## config.mk

```make
export PLATFORM = sky130hd
export DESIGN_NAME = direction_input_autorepeat_flat
export DESIGN_NICKNAME = d
export VERILOG_FILES = /design/src/sv/dia_pkg.sv /design/src/sv/dia_req_if.sv /design/src/sv/dia_rsp_if.sv /design/src/sv/direction_input_autorepeat.sv /design/src/flat_wrapper.sv
export SDC_FILE = /design/constraint.sdc
export NUM_CORES = 1
export LEC_CHECK = 0
export ABC_AREA = 1
export BUFFER_PORTS_ARGS = -buffer_cell sky130_fd_sc_hd__buf_2
export CAP_MARGIN = 20
export CORE_UTILIZATION = 45
export DETAILED_ROUTE_END_ITERATION = 10
export GPL_ROUTABILITY_DRIVEN = 0
export PLACE_DENSITY = 0.72
export SLEW_MARGIN = 20
export SYNTH_ARGS = -nofsm -noshare
export SYNTH_HDL_FRONTEND = slang
export SYNTH_SLANG_ARGS = --single-unit
```

## constraint.sdc

```tcl
create_clock -name clock -period 4.3 [get_ports clock]
set_clock_uncertainty 0.05 [all_clocks]
set_input_delay 0.43 -clock clock [delete_from_list [all_inputs] [get_ports clock]]
set_output_delay 0.43 -clock clock [all_outputs]
set_load 0.05 [all_outputs]
```

## src/sv/dia_pkg.sv

```systemverilog
// ----------------------------------------------------------------------------
// dia_pkg
// Shared types and codes for the direction input auto-repeat block.
// ----------------------------------------------------------------------------
`default_nettype none

package dia_pkg;

   typedef enum logic [1:0] {
      CMD_TICK    = 2'd0,
      CMD_BUTTON  = 2'd1,
      CMD_STICK   = 2'd2,
      CMD_TRIGGER = 2'd3
   } cmd_type;

   typedef enum logic [2:0] {
      ACT_NONE   = 3'd0,
      ACT_UP     = 3'd1,
      ACT_DOWN   = 3'd2,
      ACT_LEFT   = 3'd3,
      ACT_RIGHT  = 3'd4,
      ACT_HOLD   = 3'd5,
      ACT_ROTATE = 3'd6
   } action_type;

   typedef enum logic [2:0] {
      REG_PRESS_DZ    = 3'd0,
      REG_RELEASE_DZ  = 3'd1,
      REG_TRIGGER_LVL = 3'd2,
      REG_MENU_FIRST  = 3'd3,
      REG_MENU_PERIOD = 3'd4,
      REG_GAME_FIRST  = 3'd5,
      REG_GAME_PERIOD = 3'd6,
      REG_POLICY_GAME = 3'd7
   } reg_index_type;

   localparam logic [1:0] DIR_UP    = 2'd0;
   localparam logic [1:0] DIR_DOWN  = 2'd1;
   localparam logic [1:0] DIR_LEFT  = 2'd2;
   localparam logic [1:0] DIR_RIGHT = 2'd3;

   localparam logic [2:0] SRC_KEY   = 3'b001;
   localparam logic [2:0] SRC_DPAD  = 3'b010;
   localparam logic [2:0] SRC_STICK = 3'b100;

   localparam logic [1:0] STK_CENTER = 2'd0;
   localparam logic [1:0] STK_NEG    = 2'd1;
   localparam logic [1:0] STK_POS    = 2'd2;

   localparam int CSR_DATA_W = 16;

   typedef struct packed {
      logic [1:0]         command;
      logic [31:0]        now_ms;
      logic [1:0]         dir_code;
      logic               from_dpad;
      logic               pressed;
      logic               axis_sel;
      logic signed [15:0] axis_value;
   } req_word_type;

endpackage

`default_nettype wire

```

## src/sv/dia_req_if.sv

```systemverilog
// ----------------------------------------------------------------------------
// dia_req_if
// Event channel: valid/ready handshake with one input event word.
// ----------------------------------------------------------------------------
`default_nettype none

interface dia_req_if;
   logic               valid;
   logic               ready;
   logic [1:0]         command;
   logic [31:0]        now_ms;
   logic [1:0]         dir_code;
   logic               from_dpad;
   logic               pressed;
   logic               axis_sel;
   logic signed [15:0] axis_value;

   modport source (
      output valid, command, now_ms, dir_code, from_dpad, pressed, axis_sel, axis_value,
      input  ready
   );
   modport sink (
      input  valid, command, now_ms, dir_code, from_dpad, pressed, axis_sel, axis_value,
      output ready
   );
endinterface

`default_nettype wire

```

## src/sv/dia_rsp_if.sv

```systemverilog
// ----------------------------------------------------------------------------
// dia_rsp_if
// Result channel: valid/ready handshake with one action word.
// ----------------------------------------------------------------------------
`default_nettype none

interface dia_rsp_if;
   logic       valid;
   logic       ready;
   logic [2:0] action_code;

   modport source (
      output valid, action_code,
      input  ready
   );
   modport sink (
      input  valid, action_code,
      output ready
   );
endinterface

`default_nettype wire

```

## src/sv/direction_input_autorepeat.sv

```systemverilog
// ----------------------------------------------------------------------------
// direction_input_autorepeat
// Direction auto-repeat with per-source held masks, stick hysteresis and
// trigger edge detection.
//
// Usage:
//   req_ch carries one timestamped event word per handshake (tick, button
//   change, stick sample or trigger sample). rsp_ch returns exactly one
//   action word per event, in order.
//   csr_we/csr_index/csr_wdata write the deadzones, trigger level, repeat
//   timing and policy; write them only while no event is in flight.
//   An event is held in the event register and its action word in the action
//   register. Throughput: one event per cycle while rsp_ch.ready is high;
//   the event register and the action register form a two-entry pipeline,
//   so a stalled action still lets one more event in. The limit is the
//   single update of the held masks and repeat timer per cycle.
//   Reset (synchronous, active high) empties both registers, clears held
//   masks, stick and trigger states, repeat stamp, and reloads the
//   registers with their defaults.
//   When rsp_ch.ready is low the action word holds and req_ch.ready drops
//   once the event register is also full.
// ----------------------------------------------------------------------------
`default_nettype none

module direction_input_autorepeat #(
   parameter int TIME_BITS = 32
) (
   input  wire logic                          clock,
   input  wire logic                          reset,
   dia_req_if.sink                            req_ch,
   dia_rsp_if.source                          rsp_ch,
   input  wire logic                          csr_we,
   input  wire logic [2:0]                    csr_index,
   input  wire logic [dia_pkg::CSR_DATA_W-1:0] csr_wdata
);

   logic [14:0] press_dz_ff;
   logic [14:0] release_dz_ff;
   logic [14:0] trig_lvl_ff;
   logic [15:0] menu_first_ff;
   logic [15:0] menu_period_ff;
   logic [15:0] game_first_ff;
   logic [15:0] game_period_ff;
   logic        policy_game_ff;

   logic                  in_valid_ff;
   dia_pkg::req_word_type in_ff;
   logic                  rsp_valid_ff;
   logic [2:0]            rsp_action_ff;

   logic [3:0][2:0]       held_ff, held_in;
   logic [1:0]            stx_ff, stx_in, sty_ff, sty_in;
   logic                  tl_on_ff, tl_on_in, tr_on_ff, tr_on_in;
   logic [TIME_BITS-1:0]  stamp_ff, stamp_in;
   logic                  seen_ff, seen_in;
   logic [2:0]            act_in;

   logic                  advance;
   logic [TIME_BITS-1:0]  now_t;
   logic [TIME_BITS-1:0]  elapsed;
   logic [15:0]           delay_sel;
   logic [1:0]            tick_dir;
   logic                  any_held;
   logic                  fire;

   logic signed [16:0]    v_s, pz_s, npz_s, rz_s, nrz_s, tl_s;

   assign advance      = in_valid_ff && (!rsp_valid_ff || rsp_ch.ready);
   assign req_ch.ready = !in_valid_ff || advance;
   assign rsp_ch.valid = rsp_valid_ff;
   assign rsp_ch.action_code = rsp_action_ff;

   assign now_t   = TIME_BITS'(in_ff.now_ms);
   assign elapsed = now_t - stamp_ff;

   assign v_s   = {in_ff.axis_value[15], in_ff.axis_value};
   assign pz_s  = {2'b00, press_dz_ff};
   assign npz_s = -pz_s;
   assign rz_s  = {2'b00, release_dz_ff};
   assign nrz_s = -rz_s;
   assign tl_s  = {2'b00, trig_lvl_ff};

   always_comb begin
      any_held = (held_ff[0] != 3'b000) || (held_ff[1] != 3'b000) ||
                 (held_ff[2] != 3'b000) || (held_ff[3] != 3'b000);
      if (held_ff[dia_pkg::DIR_DOWN] != 3'b000) begin
         tick_dir = dia_pkg::DIR_DOWN;
      end else if (held_ff[dia_pkg::DIR_LEFT] != 3'b000) begin
         tick_dir = dia_pkg::DIR_LEFT;
      end else if (held_ff[dia_pkg::DIR_RIGHT] != 3'b000) begin
         tick_dir = dia_pkg::DIR_RIGHT;
      end else begin
         tick_dir = dia_pkg::DIR_UP;
      end
      if (policy_game_ff) begin
         delay_sel = seen_ff ? game_period_ff : game_first_ff;
      end else begin
         delay_sel = seen_ff ? menu_period_ff : menu_first_ff;
      end
      fire = any_held && !(policy_game_ff && (tick_dir == dia_pkg::DIR_UP)) &&
             (elapsed >= TIME_BITS'(delay_sel));
   end

   always_comb begin
      logic [2:0] src_bit;
      logic [2:0] before_m;
      logic [2:0] after_m;
      logic [1:0] st_old;
      logic [1:0] st_nxt;
      logic [1:0] neg_dir;
      logic [1:0] pos_dir;
      logic [1:0] new_dir;
      logic       trig_down;
      logic       trig_on;

      held_in  = held_ff;
      stx_in   = stx_ff;
      sty_in   = sty_ff;
      tl_on_in = tl_on_ff;
      tr_on_in = tr_on_ff;
      stamp_in = stamp_ff;
      seen_in  = seen_ff;
      act_in   = dia_pkg::ACT_NONE;

      src_bit   = in_ff.from_dpad ? dia_pkg::SRC_DPAD : dia_pkg::SRC_KEY;
      before_m  = 3'b000;
      after_m   = 3'b000;
      neg_dir   = in_ff.axis_sel ? dia_pkg::DIR_UP : dia_pkg::DIR_LEFT;
      pos_dir   = in_ff.axis_sel ? dia_pkg::DIR_DOWN : dia_pkg::DIR_RIGHT;
      st_old    = in_ff.axis_sel ? sty_ff : stx_ff;
      if ((st_old != dia_pkg::STK_NEG) && (st_old != dia_pkg::STK_POS)) begin
         st_old = dia_pkg::STK_CENTER;
      end
      st_nxt    = st_old;
      new_dir   = pos_dir;
      trig_down = v_s > tl_s;
      trig_on   = in_ff.axis_sel ? tr_on_ff : tl_on_ff;

      case (dia_pkg::cmd_type'(in_ff.command))
         dia_pkg::CMD_TICK: begin
            if (fire) begin
               stamp_in = now_t;
               seen_in  = 1'b1;
               act_in   = {1'b0, tick_dir} + 3'd1;
            end
         end
         dia_pkg::CMD_BUTTON: begin
            before_m = held_ff[in_ff.dir_code];
            after_m  = in_ff.pressed ? (before_m | src_bit) : (before_m & ~src_bit);
            held_in[in_ff.dir_code] = after_m;
            if ((before_m == 3'b000) && (after_m != 3'b000)) begin
               stamp_in = now_t;
               seen_in  = 1'b0;
               act_in   = {1'b0, in_ff.dir_code} + 3'd1;
            end
         end
         dia_pkg::CMD_STICK: begin
            if (st_old == dia_pkg::STK_CENTER) begin
               if (v_s <= npz_s) begin
                  st_nxt = dia_pkg::STK_NEG;
               end else if (v_s >= pz_s) begin
                  st_nxt = dia_pkg::STK_POS;
               end
            end else begin
               if ((v_s > nrz_s) && (v_s < rz_s)) begin
                  st_nxt = dia_pkg::STK_CENTER;
               end else if ((st_old == dia_pkg::STK_NEG) && (v_s >= pz_s)) begin
                  st_nxt = dia_pkg::STK_POS;
               end else if ((st_old == dia_pkg::STK_POS) && (v_s <= npz_s)) begin
                  st_nxt = dia_pkg::STK_NEG;
               end
            end
            if (st_nxt != st_old) begin
               if (st_old == dia_pkg::STK_NEG) begin
                  held_in[neg_dir] = held_in[neg_dir] & ~dia_pkg::SRC_STICK;
               end else if (st_old == dia_pkg::STK_POS) begin
                  held_in[pos_dir] = held_in[pos_dir] & ~dia_pkg::SRC_STICK;
               end
               if (in_ff.axis_sel) begin
                  sty_in = st_nxt;
               end else begin
                  stx_in = st_nxt;
               end
               if (st_nxt != dia_pkg::STK_CENTER) begin
                  new_dir  = (st_nxt == dia_pkg::STK_NEG) ? neg_dir : pos_dir;
                  before_m = held_in[new_dir];
                  held_in[new_dir] = before_m | dia_pkg::SRC_STICK;
                  if (before_m == 3'b000) begin
                     stamp_in = now_t;
                     seen_in  = 1'b0;
                     act_in   = {1'b0, new_dir} + 3'd1;
                  end
               end
            end
         end
         dia_pkg::CMD_TRIGGER: begin
            if (trig_down != trig_on) begin
               if (in_ff.axis_sel) begin
                  tr_on_in = trig_down;
               end else begin
                  tl_on_in = trig_down;
               end
               if (trig_down) begin
                  act_in = in_ff.axis_sel ? dia_pkg::ACT_ROTATE : dia_pkg::ACT_HOLD;
               end
            end
         end
         default: begin
            act_in = dia_pkg::ACT_NONE;
         end
      endcase
   end

   always_ff @(posedge clock) begin
      if (reset) begin
         press_dz_ff    <= 15'd16000;
         release_dz_ff  <= 15'd8000;
         trig_lvl_ff    <= 15'd8000;
         menu_first_ff  <= 16'd300;
         menu_period_ff <= 16'd100;
         game_first_ff  <= 16'd170;
         game_period_ff <= 16'd50;
         policy_game_ff <= 1'b0;
      end else if (csr_we) begin
         case (dia_pkg::reg_index_type'(csr_index))
            dia_pkg::REG_PRESS_DZ:    press_dz_ff    <= csr_wdata[14:0];
            dia_pkg::REG_RELEASE_DZ:  release_dz_ff  <= csr_wdata[14:0];
            dia_pkg::REG_TRIGGER_LVL: trig_lvl_ff    <= csr_wdata[14:0];
            dia_pkg::REG_MENU_FIRST:  menu_first_ff  <= csr_wdata[15:0];
            dia_pkg::REG_MENU_PERIOD: menu_period_ff <= csr_wdata[15:0];
            dia_pkg::REG_GAME_FIRST:  game_first_ff  <= csr_wdata[15:0];
            dia_pkg::REG_GAME_PERIOD: game_period_ff <= csr_wdata[15:0];
            dia_pkg::REG_POLICY_GAME: policy_game_ff <= csr_wdata[0];
            default: begin
            end
         endcase
      end
   end

   always_ff @(posedge clock) begin
      if (reset) begin
         in_valid_ff <= 1'b0;
      end else if (req_ch.valid && req_ch.ready) begin
         in_valid_ff <= 1'b1;
      end else if (advance) begin
         in_valid_ff <= 1'b0;
      end
   end

   always_ff @(posedge clock) begin
      if (req_ch.valid && req_ch.ready) begin
         in_ff.command    <= req_ch.command;
         in_ff.now_ms     <= req_ch.now_ms;
         in_ff.dir_code   <= req_ch.dir_code;
         in_ff.from_dpad  <= req_ch.from_dpad;
         in_ff.pressed    <= req_ch.pressed;
         in_ff.axis_sel   <= req_ch.axis_sel;
         in_ff.axis_value <= req_ch.axis_value;
      end
   end

   always_ff @(posedge clock) begin
      if (reset) begin
         rsp_valid_ff <= 1'b0;
         held_ff      <= '0;
         stx_ff       <= dia_pkg::STK_CENTER;
         sty_ff       <= dia_pkg::STK_CENTER;
         tl_on_ff     <= 1'b0;
         tr_on_ff     <= 1'b0;
         stamp_ff     <= '0;
         seen_ff      <= 1'b0;
      end else if (advance) begin
         rsp_valid_ff <= 1'b1;
         held_ff      <= held_in;
         stx_ff       <= stx_in;
         sty_ff       <= sty_in;
         tl_on_ff     <= tl_on_in;
         tr_on_ff     <= tr_on_in;
         stamp_ff     <= stamp_in;
         seen_ff      <= seen_in;
      end else if (rsp_ch.ready) begin
         rsp_valid_ff <= 1'b0;
      end
   end

   always_ff @(posedge clock) begin
      if (advance) begin
         rsp_action_ff <= act_in;
      end
   end

   a_ready_only_when_full: assert property (@(posedge clock) disable iff (reset)
      !req_ch.ready |-> (in_valid_ff && rsp_valid_ff && !rsp_ch.ready))
      else $error("event port stalled with room in the pipeline");

   a_reset_clears_masks: assert property (@(posedge clock)
      reset |=> (held_ff == '0) && !in_valid_ff && !rsp_valid_ff)
      else $error("held masks or pipeline not cleared by reset");

   a_button_restarts_timer: assert property (@(posedge clock) disable iff (reset)
      (advance && (in_ff.command == dia_pkg::CMD_BUTTON) && (act_in != dia_pkg::ACT_NONE))
      |=> (stamp_ff == $past(now_t)) && !seen_ff)
      else $error("button press did not restart repeat timer");

   a_hold_rotate_from_trigger: assert property (@(posedge clock) disable iff (reset)
      (advance && ((act_in == dia_pkg::ACT_HOLD) || (act_in == dia_pkg::ACT_ROTATE)))
      |-> (in_ff.command == dia_pkg::CMD_TRIGGER))
      else $error("hold or rotate emitted by a non-trigger event");

endmodule

`default_nettype wire

```

## src/flat_wrapper.sv

```systemverilog
// flat-port wrapper written by rule: the top's interface ports become plain ports
module direction_input_autorepeat_flat 
#(
   parameter int TIME_BITS = 32
)
  (clock, reset, csr_we, csr_index, csr_wdata, req_ch_valid, req_ch_command, req_ch_now_ms, req_ch_dir_code, req_ch_from_dpad, req_ch_pressed, req_ch_axis_sel, req_ch_axis_value, req_ch_ready, rsp_ch_valid, rsp_ch_action_code, rsp_ch_ready);
  dia_req_if req_ch_i ();
  dia_rsp_if rsp_ch_i ();
  input  wire logic clock;
  input  wire logic reset;
  input  wire logic csr_we;
  input  wire logic [2:0] csr_index;
  input  wire logic [dia_pkg::CSR_DATA_W-1:0] csr_wdata;
  input wire logic [$bits(req_ch_i.valid)-1:0] req_ch_valid;
  input wire logic [$bits(req_ch_i.command)-1:0] req_ch_command;
  input wire logic [$bits(req_ch_i.now_ms)-1:0] req_ch_now_ms;
  input wire logic [$bits(req_ch_i.dir_code)-1:0] req_ch_dir_code;
  input wire logic [$bits(req_ch_i.from_dpad)-1:0] req_ch_from_dpad;
  input wire logic [$bits(req_ch_i.pressed)-1:0] req_ch_pressed;
  input wire logic [$bits(req_ch_i.axis_sel)-1:0] req_ch_axis_sel;
  input wire logic [$bits(req_ch_i.axis_value)-1:0] req_ch_axis_value;
  output wire logic [$bits(req_ch_i.ready)-1:0] req_ch_ready;
  output wire logic [$bits(rsp_ch_i.valid)-1:0] rsp_ch_valid;
  output wire logic [$bits(rsp_ch_i.action_code)-1:0] rsp_ch_action_code;
  input wire logic [$bits(rsp_ch_i.ready)-1:0] rsp_ch_ready;
  assign req_ch_i.valid = req_ch_valid;
  assign req_ch_i.command = req_ch_command;
  assign req_ch_i.now_ms = req_ch_now_ms;
  assign req_ch_i.dir_code = req_ch_dir_code;
  assign req_ch_i.from_dpad = req_ch_from_dpad;
  assign req_ch_i.pressed = req_ch_pressed;
  assign req_ch_i.axis_sel = req_ch_axis_sel;
  assign req_ch_i.axis_value = req_ch_axis_value;
  assign req_ch_ready = req_ch_i.ready;
  assign rsp_ch_valid = rsp_ch_i.valid;
  assign rsp_ch_action_code = rsp_ch_i.action_code;
  assign rsp_ch_i.ready = rsp_ch_ready;
  direction_input_autorepeat #(.TIME_BITS(TIME_BITS)) u_core (.clock(clock), .reset(reset), .req_ch(req_ch_i), .rsp_ch(rsp_ch_i), .csr_we(csr_we), .csr_index(csr_index), .csr_wdata(csr_wdata));
endmodule
```

==> results.toml <==
[logic_synthesis]
ys_types = 55
syn_inst = 1982
synth_top_cell_by_area = "dfxtp_1"
synth_warnings = 0
syn_area_per_cell_um2 = 7.29
synth_area_um2 = 14400
ys_top_cells_by_count = "nand2_1 (412), inv_1 (260), nor2_1 (246)"
seq_area_frac_synth_pct = 34.7
yosys_register_bits = 221
synth_edf_count = 58
synthMostInstantiatedCell = "nand2_1"
netlist.area_leader.share_pct = 22.6
synthArstFlopShare_pct = 0
synth_area_leaders = "dfxtp_1 (23%), ha_1 (13%), edfxtp_1 (12%)"
synth_flop_cell = "dfxtp_1"
syn_nets = 2207

[cts]
cts_sinks = 221
cts_buffers = 27
cts_tree = "built"
cts_max_level = 1
clk_pin_slew_ps = 60
clk-insertion-delay-late_ps = 560
cts_max_path_buffers = 3
cts_root_buffer = "clkbuf_16"

[placement]
io_buffers = 83
post-dp-hpwl_um = 27400
place_area_um2 = 15300

[pwr]
vdd_drop_max_uv = 352
p_leak_uw = 0.00807
powerDensity_nw_per_um2 = 352
pwr-share-seq_pct = 37.6
pwr-share-clk_pct = 40.2
p_comb_share_pct = 22.2
power.internal_uw = 4300
fin_total_pwr_uw = 6170
p_switching_uw = 1870
swShare_pct = 30.3

[timing]
min_period_over_period_pct = 102
maxSlewHeadroom_pct = 30.9
hold_ws_ps = 115
rsz0062_at_grt = "true"
fmax_mhz = 228
hold_viol = 0
tns_ps = -2410
finalWorstSetupSlack_ps = -89.5
fin_crit_ps = 4390
setup_viol = 37
maxSlewViolCount = 0
worst_pin_slew_ps = 1040

[worst_setup_path]
timing.rr.end = "u_core.stamp_ff[28]$_SDFFE_PP0P_"
path_max_fanout = 8
cp-start-kind = "flop"
cp_slowest_stage_delay_ps = 330
slowest_stage = "dfxtp_2"
end_kind = "flop"
critPathArrivalTime_ps = 4780
r2r_slack_ps = -90
critical_path_class = "flop to flop"
reg2regPathDepth = 34
reg2reg_from = "u_core.press_dz_ff[0]$_SDFFE_PP0P_"
crit_required_ps = 4690

[die]
start_util_pct = 45.8
core_um2 = 31600
rows = 65
fp.dieArea_um2 = 32800
dieWidth_um = 181
die_height_um = 181
io_pins = 84

[worst_hold_path]
hold_depth = 4
holdPathEnd = "u_core.rsp_ch.valid$_SDFFE_PP0P_"
hp-class = "input pin to flop"
hold_start = "rsp_ch_ready"

[detailed_routing]
post_drt_via_cell_ratio = 5.41
drt-total-wl_um = 40300
routedWlPerCell_um = 15.7
vias = 13900
drt_iter0_markers = 1005
drt-pass1-iter-count = 6
drc = 0
ant_nets = 0

[global_route]
grt_pass1_vias = 13200
grt_max_degree = 154
grt_pass1_wl_um = 63800
grt_overflow_total = 0
grt_antenna_before_repair = 0
grtUsageTotal_pct = 23.5

[final_layout]
fin_area_um2 = 17600
drive_above_1_share_pct = 14.7
n_antenna_cell = 0
syn2layout_area_growth_pct = 21.5
finalNetCount = 2371

[outcome]
outcome = "finished with violations"
violations = "setup timing"

[job]
maxCapViolations = 0
==> cell usage in the layout, fill, tap and decap left out, drive strengths merged, types with 4 or more instances in the layout <==
| cell | n |
|---|---|
| nand2 | 422 |
| inv | 266 |
| nor2 | 249 |
| a21oi | 178 |
| dfxtp | 163 |
| ha | 145 |
| o21ai | 137 |
| buf | 135 |
| nand3 | 115 |
| edfxtp | 58 |
| dlygate4sd3 | 55 |
| xor2 | 39 |
| clkbuf | 39 |
| nor3 | 37 |
| o211ai | 25 |
| nand4 | 22 |
| a32o | 15 |
| clkinv | 8 |
| nand3b | 6 |
| o21bai | 6 |
| o21a | 5 |
| a21o | 5 |
| o31ai | 5 |
| bufinv | 4 |
==> registers in the layout, indices dropped and copies added, names as in the netlist, 3 cells and up <==
signal                     count
u_core.release_dz_ff          15
u_core.rsp_ch.action_code      3
u_core.menu_first_ff          16
u_core.trig_lvl_ff            15
u_core.in_ff                  23
u_core.held_ff                12
u_core.now_t                  32
u_core.menu_period_ff         16
u_core.press_dz_ff            15
u_core.stamp_ff               32
u_core.game_period_ff         16
u_core.game_first_ff          16
==> area by class of cell <==
type / count / area, um^2
Fill cell: 2853 / 14000
Multi-Input combinational cell: 1437 / 8470
Sequential cell: 221 / 5010
Timing Repair Buffer: 194 / 1590
Inverter: 265 / 1000
Clock buffer: 35 / 778
Tap cell: 402 / 503
Clock inverter: 15 / 205
==> worst max-delay path: cells and delay by family, from the launching register on <==
| kind | cells | cell delay (ps) |
|---|---|---|
| xor gates and xnor gates | 1 | 160 |
| adders and majority gates | 2 | 460 |
| buffers and inverters | 3 | 300 |
| DFF | 1 | 330 |
| and+or+nand+nor | 28 | 2960 |
==> metal layers <==
layer	routed length, um	vias up	track usage (%)
met5	0	-	0
met4	1500	0	9.46
met3	2440	111	2.34
met2	19300	490	40.8
met1	17100	6373	29.8
li1	-	6919	-
==> cell families (layout without fill, tap and decap cells) <==
kind of cell | count (synthesis) | in the layout | synth area share (%)
mux | 1 | 1 | 0.0693
compound gates | 389 | 389 | 16.0
xor+xnor | 40 | 40 | 2.43
fa+ha+maj | 146 | 146 | 12.7
simple gates | 859 | 861 | 24.9
buf+inv | 326 | 509 | 9.31
flops | 221 | 221 | 34.7
==> what timing repair did <==
item / in CTS / in global routing
gates cloned: 2 / 7
setup buffers: 4 / 10
pin swaps: 1 / 43
setup endpoints to repair: 41 / 52
hold buffers: 53 / 2
endpoints found under the hold margin: 53 / 2
resized for setup: 11 / 91
==> worst max-delay path by stage <==
stage                                       end  slack [ps]                            startpoint
3_5_place_dp   u_core.stamp_ff[17]$_SDFFE_PP0P_         -90    u_core.press_dz_ff[0]$_SDFFE_PP0P_
4_1_cts        u_core.stamp_ff[17]$_SDFFE_PP0P_         -50    u_core.press_dz_ff[0]$_SDFFE_PP0P_
5_1_grt        u_core.stamp_ff[19]$_SDFFE_PP0P_        -430    u_core.press_dz_ff[1]$_SDFFE_PP0P_
6_report       u_core.stamp_ff[28]$_SDFFE_PP0P_         -90    u_core.press_dz_ff[0]$_SDFFE_PP0P_
2_1_floorplan       u_core.seen_ff$_SDFFE_PP0P_         420  u_core.release_dz_ff[1]$_SDFFE_PP0P_
3_3_place_gp   u_core.stamp_ff[28]$_SDFFE_PP0P_         120    u_core.press_dz_ff[0]$_SDFFE_PP0P_
==> stage by stage <==
stage,util [%],setup slack [ps],cells
after floorplan,-,422,1982
after global placement,48.6,122,2441
after detailed placement,48.6,-85.6,2441
after CTS,53.9,-49.3,2550
after global routing,55.6,-432,2569
final,55.6,-89.5,2569
==> power by group through the flow <==
stage	Sequential, uW	Combinational, uW	Clock, uW
2_1_floorplan	2340	887	0
3_3_place_gp	2360	1160	0
3_5_place_dp	2360	1200	0
4_1_cts	2320	1270	2530
5_1_grt	2330	1530	2600
6_report	2320	1370	2480
Note: power is estimated with default switching activity, not from simulation.
